--- src/hw/rtl/lct_pkg.sv ---
// ----------------------------------------------------------------------------
// lct_pkg
// Shared types and constants of the set-associative LRU cache tracker.
// ----------------------------------------------------------------------------
package lct_pkg;

  localparam int unsigned CNT_W        = 32;
  localparam int unsigned IN_ADDR_W    = 32;
  localparam int unsigned CFG_IDX_W    = 2;
  localparam int unsigned CFG_DATA_W   = 5;
  localparam int unsigned SET_BITS_W   = 4;
  localparam int unsigned OFF_BITS_W   = 5;
  localparam int unsigned WAYS_W       = 4;
  localparam int unsigned OFFSET_MAX   = 20;
  localparam int unsigned SHIFT_W      = 7;

  localparam logic [SET_BITS_W-1:0] SET_BITS_RST = 4'd4;
  localparam logic [OFF_BITS_W-1:0] OFF_BITS_RST = 5'd4;
  localparam logic [WAYS_W-1:0]     WAYS_RST     = 4'd1;

  localparam logic [CFG_IDX_W-1:0] CFG_SET_BITS = 2'd0;
  localparam logic [CFG_IDX_W-1:0] CFG_OFF_BITS = 2'd1;
  localparam logic [CFG_IDX_W-1:0] CFG_WAYS     = 2'd2;

  typedef enum logic [1:0] {
    OP_FETCH  = 2'd0,
    OP_LOAD   = 2'd1,
    OP_STORE  = 2'd2,
    OP_MODIFY = 2'd3
  } op_e;

  typedef enum logic [1:0] {
    OUT_HIT   = 2'd0,
    OUT_FILL  = 2'd1,
    OUT_EVICT = 2'd2
  } outcome_e;

  typedef enum logic [1:0] {
    ST_CLEAR,
    ST_IDLE,
    ST_LOOKUP
  } state_e;

  typedef struct packed {
    logic     hit;
    logic     evict;
    outcome_e outcome;
  } lookup_t;

endpackage

--- src/hw/rtl/lct_update.sv ---
// ----------------------------------------------------------------------------
// lct_update
// Tag compare over the in-use ways of one set, fill or LRU victim choice,
// and the rank update of the touched set row.
// ----------------------------------------------------------------------------
module lct_update #(
  parameter int unsigned WAYS   = 8,
  parameter int unsigned TAG_W  = 30,
  parameter int unsigned RANK_W = 3,
  parameter int unsigned WW     = 4
) (
  input  logic [WW-1:0]                ways_i,
  input  logic [TAG_W-1:0]             tag_i,
  input  logic [WAYS-1:0]              rd_valid_i,
  input  logic [WAYS-1:0][TAG_W-1:0]   rd_tag_i,
  input  logic [WAYS-1:0][RANK_W-1:0]  rd_rank_i,
  output logic [WAYS-1:0]              wr_valid_o,
  output logic [WAYS-1:0][TAG_W-1:0]   wr_tag_o,
  output logic [WAYS-1:0][RANK_W-1:0]  wr_rank_o,
  output lct_pkg::lookup_t             lookup_o
);

  import lct_pkg::*;

  localparam int unsigned WI = (WAYS > 1) ? $clog2(WAYS) : 1;
  localparam logic [RANK_W-1:0] RANK_MAX = RANK_W'(WAYS - 1);

  logic [WAYS-1:0]   in_use;
  logic [WAYS-1:0]   match;
  logic [WAYS-1:0]   free;
  logic [WI-1:0]     hit_w;
  logic [WI-1:0]     free_w;
  logic [WI-1:0]     victim_w;
  logic [WI-1:0]     sel_w;
  logic [RANK_W-1:0] best;
  logic              found;
  logic              hit;
  logic              any_free;
  logic              was_valid;
  logic [RANK_W-1:0] old_rank;

  always_comb begin
    hit_w  = '0;
    free_w = '0;
    for (int i = WAYS - 1; i >= 0; i--) begin
      in_use[i] = (WW'(i) < ways_i);
      match[i]  = in_use[i] & rd_valid_i[i] & (rd_tag_i[i] == tag_i);
      free[i]   = in_use[i] & ~rd_valid_i[i];
      if (match[i]) begin
        hit_w = WI'(i);
      end
      if (free[i]) begin
        free_w = WI'(i);
      end
    end
    hit      = |match;
    any_free = |free;

    best     = '0;
    found    = 1'b0;
    victim_w = '0;
    for (int i = 0; i < WAYS; i++) begin
      if (in_use[i] && (!found || rd_rank_i[i] > best)) begin
        best     = rd_rank_i[i];
        victim_w = WI'(i);
        found    = 1'b1;
      end
    end

    if (hit) begin
      sel_w = hit_w;
    end else if (any_free) begin
      sel_w = free_w;
    end else begin
      sel_w = victim_w;
    end
    was_valid = hit | ~any_free;
    old_rank  = rd_rank_i[sel_w];

    wr_valid_o = rd_valid_i;
    wr_tag_o   = rd_tag_i;
    wr_rank_o  = rd_rank_i;
    for (int i = 0; i < WAYS; i++) begin
      if (WI'(i) == sel_w) begin
        wr_valid_o[i] = 1'b1;
        wr_tag_o[i]   = tag_i;
        wr_rank_o[i]  = '0;
      end else if (in_use[i] && rd_valid_i[i] &&
                   (!was_valid || rd_rank_i[i] < old_rank) &&
                   rd_rank_i[i] < RANK_MAX) begin
        wr_rank_o[i] = rd_rank_i[i] + RANK_W'(1);
      end
    end

    lookup_o.hit   = hit;
    lookup_o.evict = ~hit & ~any_free;
    if (hit) begin
      lookup_o.outcome = OUT_HIT;
    end else if (any_free) begin
      lookup_o.outcome = OUT_FILL;
    end else begin
      lookup_o.outcome = OUT_EVICT;
    end
  end

endmodule

--- config.mk ---
export PLATFORM = sky130hd
export DESIGN_NAME = lct_update
export DESIGN_NICKNAME = d
export VERILOG_FILES = /design/src/hw/rtl/lct_pkg.sv /design/src/hw/rtl/lct_update.sv
export SDC_FILE = /design/constraint.sdc
export NUM_CORES = 1
export LEC_CHECK = 0
export BUFFER_PORTS_ARGS = -buffer_cell sky130_fd_sc_hd__buf_2
export CAP_MARGIN = 20
export CORE_AREA = 4 4 223 225
export DETAILED_ROUTE_END_ITERATION = 10
export DIE_AREA = 0 0 227 229
export PLACE_DENSITY = 0.54
export SYNTH_ARGS = -nofsm -noshare
export SYNTH_HDL_FRONTEND = slang
export SYNTH_SLANG_ARGS = --single-unit
--- constraint.sdc ---
create_clock -name vclk -period 16.9
set_input_delay 2.535 -clock vclk [all_inputs]
set_output_delay 2.535 -clock vclk [all_outputs]
set_load 0.02 [all_outputs]
==> impl_metrics.py, run 1 <==
metrics = {
    "routing": {
        "ant_nets": 0,
        "drt_iter0_markers": 1030,
        "drt_wl_total_mm": 67.92,
        "wl_per_cell_um": 29.14,
        "num_vias": 12450,
        "post-route-drc-count": 0,
        "dr.pass1.iters": 5,
        "vias_per_cell": 5.341,
    },
    "setup_path": {
        "cp_data_required_time_ns": 14.37,
        "max_stage_delay_ns": 0.73,
        "crit_top_cell": "ha_1",
        "worst_path_max_delay_cell": "nor3_2",
        "crit_arrival_ns": 13.68,
        "critPathKind": "input port to primary output",
        "crit_buf_inv": 7,
        "crit_family": "simple AND/OR/NAND/NOR gates",
        "crit_cells": 53,
        "cp-start-kind": "input port",
        "end_kind": "primary output",
        "cp_max_fo": 7,
    },
    "floorplan": {
        "die-area_mm2": 0.05198,
        "fp.dieW_um": 227,
        "die_h_um": 229,
        "core_mm2": 0.04755,
        "start_util_pct": 19.59,
        "num_rows": 80,
        "ios": 582,
    },
    "min_path": {
        "hold_start": "rd_tag_i[102]",
        "min_to": "wr_tag_o[102]",
        "hp-class": "input port to primary output",
        "holdPathStages": 3,
    },
    "placement": {
        "numPortBuffers": 582,
        "postPlaceCellArea_mm2": 0.01304,
        "globalplace.congestion": 0.9487,
        "hpwl_mm": 57.85,
    },
    "pwr": {
        "irDropWorstVdd_v": 0.00002592,
        "p_sw_mw": 0.3996,
        "p_leak_nw": 5.734,
        "fin_total_pwr_mw": 0.6604,
        "swShare_pct": 60.51,
        "pwr-share-clk_pct": 0,
        "intPower_mw": 0.2608,
        "powerDensity_mw_per_mm2": 50.01,
        "combinationalPowerShare_pct": 100.0,
        "seqPwrFrac_pct": 0,
    },
    "synth": {
        "yosys-top-cells-area": "mux2_2, xnor2_1, xor2_1",
        "synth_most_common_cell": "mux2_2",
        "netlist_instances": 1171,
        "synth_warnings": 0,
        "synth_area_per_cell_um2": 7.955,
        "synth_top_area_cell": "mux2_2",
        "yosys.area.top_type_share_pct": 29.98,
        "syn_nets": 1514,
        "ys_top_cells_by_count": "mux2_2, xnor2_1, xor2_1",
        "yosysSeqAreaShare_pct": 0,
        "netlist_area_mm2": 0.009315,
        "synth_cell_types": 87,
    },
    "grt": {
        "overflow": 0,
        "grt_use_total_pct": 24.16,
        "grt_pass1_wl_mm": 91.65,
        "grt_start_max_net_pins": 40,
        "grt_pass1_vias": 12180,
        "antenna_found_initial": 11,
    },
    "timing": {
        "worst_pin_slew_ns": 0.8423,
        "fin_setup_tns_ns": 0,
        "final_hold_viol_count": 0,
        "period_share_pct": 95.95,
        "max_slew_margin_pct": 43.54,
        "finalSetupViolations": 0,
        "timing.final.crit_period_ns": 16.22,
        "drv_slew": 0,
        "fmax_mhz": 61.67,
    },
    "layout": {
        "sequential_cell_total": 0,
        "layout-drive-gt1-share_pct": 55.24,
        "seqCellArea_um2": 0,
        "syn2layout_area_growth_pct": 41.77,
        "nets": 2052,
        "final_area_mm2": 0.01321,
        "clockBufferCount": 0,
    },
    "status": {
        "status": "complete, no violations",
    },
    "job": {
        "cap_violations": 0,
    },
}
-- worst max-delay path by stage --
| stage | from | endpoint | slack (ns) |
|---|---|---|---|
| final | ways_i[1] | wr_rank_o[2] | 0.68 |
| after global placement | ways_i[1] | wr_rank_o[20] | 0.32 |
| after floorplan | ways_i[1] | wr_rank_o[20] | 0.82 |
| after CTS | ways_i[1] | wr_rank_o[17] | 0.05 |
| after detailed placement | ways_i[1] | wr_rank_o[17] | 0.10 |
| after global routing | ways_i[1] | wr_rank_o[17] | -0.02 |
-- cells in the final DEF, fill, tap and decap left out, types with 10 or more instances in the layout --
cell type | Yosys | layout
buf_4 | 5 | 50
xnor2_1 | 149 | 149
nor3_1 | 15 | 14
xor2_1 | 94 | 94
nand3_1 | 22 | 20
a21oi_1 | 17 | 14
ha_1 | 37 | 37
nor4_1 | 47 | 47
o21a_1 | 11 | 11
nand2_1 | 53 | 51
mux2_2 | 248 | 248
o21ai_0 | 27 | 24
buf_2 | 47 | 582
o211ai_1 | 10 | 10
nand4_1 | 60 | 60
nor2_1 | 48 | 44
mux2i_1 | 21 | 18
inv_1 | 33 | 33
-- cell families (layout without fill, tap and decap cells) --
logic type,after synthesis,after routing,share of synthesized area (%)
compound gates,152,153,12.32
xor+xnor,243,243,22.85
fa+ha+maj,40,40,5.332
buf+inv,137,672,6.676
mux,272,272,32.60
other cells,0,9,0
simple gates,327,327,20.23
-- power by group through the flow --
stage                        Clock, mW  Combinational (mW)  Sequential [mW]
final                     0.0000000714               0.660                0
after detailed placement             0               0.635                0
after global placement               0               0.632                0
after CTS                            0               0.638                0
after floorplan                      0               0.374                0
after global routing      0.0000000238               0.699                0
-- worst min-delay path, cell delays in order --
cell	delay (ns)
buf_2	0.09
mux2_2	0.13
buf_2	0.15
-- final cells by class --
cell class,count,area [um^2]
inverters,33,123.9
well taps,615,769.5
fillers,5258,34340
repair buffers,639,3436
diodes,9,22.52
multi-input cells,1035,8855
-- per-layer routing --
layer / vias to the layer above / routed length, um / track usage [%]
met5: - / 78 / 0
met4: 12 / 2283 / 6.430
met3: 102 / 5217 / 3.662
met2: 680 / 32430 / 41.29
met1: 6220 / 27910 / 31.63
li1: 5436 / - / -
-- metrics by stage --
step                      setup WS, ns  instances  hold WS, ns  utilization (%)
final                           0.6837       2331        5.444            27.78
after global routing          -0.01859       2325        5.460            27.74
after CTS                      0.05048       2317        5.445            27.43
after detailed placement        0.1027       2317        5.443            27.43
after global placement          0.3247       2316        5.445            27.37
after floorplan                 0.8189       1171        5.212                -
-- timing repair --
item / 4_1_cts / 5_1_grt
hold buffers: 0 / 0
gates resized for setup: 0 / 23
setup buffers: 0 / 4
endpoints found under the setup margin: 0 / 54
No activity file was read; power rests on OpenSTA's default activity.
==> run 2, diff against run 1 <==
REMOVE_ABC_BUFFERS = 1   (was default)
==> run 2 against run 1 <==
  * Utilization down 0.52 points
  * Hold slack got worse by 0.0054 ns
  * Cell area shrank 1.9%
  * Largest cell class unchanged
  * Total power fell by 5.5%
  * Via count shrank 2.5%
==> impl_metrics.py, run 2 (same netlist as run 1, synthesis figures left out) <==
metrics = {
    "routing": {
        "vias_per_cell": 5.251,
        "num_vias": 12130,
        "drt_iter0_markers": 862,
        "drt_wl_total_mm": 66.72,
        "post-route-drc-count": 0,
        "wl_per_cell_um": 28.87,
        "ant_nets": 0,
        "dr.pass1.iters": 5,
    },
    "min_path": {
        "hp-class": "input port to primary output",
    },
    "pwr": {
        "p_leak_nw": 5.610,
        "p_sw_mw": 0.3821,
        "seqPwrFrac_pct": 0,
        "combinationalPowerShare_pct": 100.0,
        "swShare_pct": 61.25,
        "powerDensity_mw_per_mm2": 48.15,
        "pwr-share-clk_pct": 0,
        "intPower_mw": 0.2417,
        "irDropWorstVdd_v": 0.00003241,
        "fin_total_pwr_mw": 0.6238,
    },
    "status": {
        "status": "complete, no violations",
    },
    "grt": {
        "grt_start_max_net_pins": 40,
        "overflow": 0,
        "grt_pass1_wl_mm": 90.43,
        "grt_pass1_vias": 12040,
        "grt_use_total_pct": 23.82,
        "antenna_found_initial": 13,
    },
    "floorplan": {
        "fp.dieW_um": 227,
        "ios": 582,
        "core_mm2": 0.04755,
        "die-area_mm2": 0.05198,
        "die_h_um": 229,
        "num_rows": 80,
        "start_util_pct": 19.59,
    },
    "layout": {
        "sequential_cell_total": 0,
        "nets": 2034,
        "layout_commonest_cell": "buf_2",
        "finish.utilization_pct": 27.25,
        "syn2layout_area_growth_pct": 39.10,
        "final_area_mm2": 0.01296,
        "layout-drive-gt1-share_pct": 54.59,
        "clockBufferCount": 0,
        "final_cells": 2311,
        "seqCellArea_um2": 0,
        "layout_common_cells": "buf_2, mux2_2, xnor2_1",
    },
    "clock_tree": {
        "hold_buffers": 0,
    },
    "setup_path": {
        "critPathKind": "input port to primary output",
        "crit_arrival_ns": 13.77,
        "worst_path_max_delay_cell": "or4_4",
        "end_kind": "primary output",
        "max_stage_delay_ns": 0.60,
        "cp_max_fo": 10,
        "cp-start-kind": "input port",
        "crit_top_cell": "ha_1",
        "cp_data_required_time_ns": 14.37,
    },
    "timing": {
        "fin_hold_ws_ns": 5.439,
        "drv_slew": 0,
        "worst_slack_ns": 0.5943,
        "timing.final.crit_period_ns": 16.31,
        "worst_pin_slew_ns": 0.9504,
        "max_slew_margin_pct": 36.06,
        "period_share_pct": 96.48,
        "finalSetupViolations": 0,
        "final_hold_viol_count": 0,
        "fmax_mhz": 61.33,
        "fin_setup_tns_ns": 0,
    },
    "placement": {
        "globalplace.congestion": 0.9148,
        "pre_cts_ws_ns": 0.03098,
        "postPlaceCellArea_mm2": 0.01280,
        "hpwl_mm": 55.62,
        "place_inst": 2299,
        "numPortBuffers": 582,
    },
    "job": {
        "cap_violations": 0,
    },
}
-- run 2: cell types whose count changed in the layout (fill, tap and decap cells not counted), moves of 2 or more --
cell | previous run | this run
buf_12 | 6 | 0
a21oi_2 | 3 | 1
o21ai_1 | 5 | 7
diode_2 | 9 | 7
a21oi_1 | 14 | 16
buf_4 | 50 | 40
-- run 2: layout make-up --
| type | count | area, um^2 |
|---|---|---|
| Antenna cell | 7 | 17.52 |
| Inverter | 33 | 123.9 |
| Multi-Input combinational cell | 1034 | 8833 |
| Timing Repair Buffer | 622 | 3213 |
| Tap cell | 615 | 769.5 |
| Fill cell | 5259 | 34590 |
-- run 2: power by group through the flow --
stage	clock [mW]	sequential [mW]	combinational, mW
6_report	0.0000000483	0	0.624
3_3_place_gp	0	0	0.595
2_1_floorplan	0	0	0.350
4_1_cts	0	0	0.605
5_1_grt	0.0000000239	0	0.661
3_5_place_dp	0	0	0.602
-- run 2: worst max-delay path, delay by kind of cell --
family | cells | cell delay, ns
multiplexers | 6 | 1.59
adder cells (fa/ha/maj) | 8 | 2.23
AND/OR/NAND/NOR | 15 | 3.16
AO/OA/AOI/OAI | 19 | 3.43
buffers and inverters | 6 | 0.82
-- run 2: what timing repair did --
| item | CTS | global route |
|---|---|---|
| buffers inserted | 0 | 5 |
| gates resized for setup | 0 | 22 |
| hold endpoints to repair | 0 | 0 |
| setup endpoints to repair | 0 | 144 |
-- run 2: final timing paths --
check	startpoint	endpoint	slack [ns]	cells after the start
max	ways_i[1]	wr_rank_o[17]	0.59	54
min	rd_valid_i[1]	wr_valid_o[1]	5.44	4
-- run 2: layer usage --
metal / global-route usage (%) / share of wire (%)
met5: 0 / 0.11
met3: 3.842 / 6.8
met4: 7.848 / 4.0
met1: 30.64 / 42
met2: 40.49 / 47
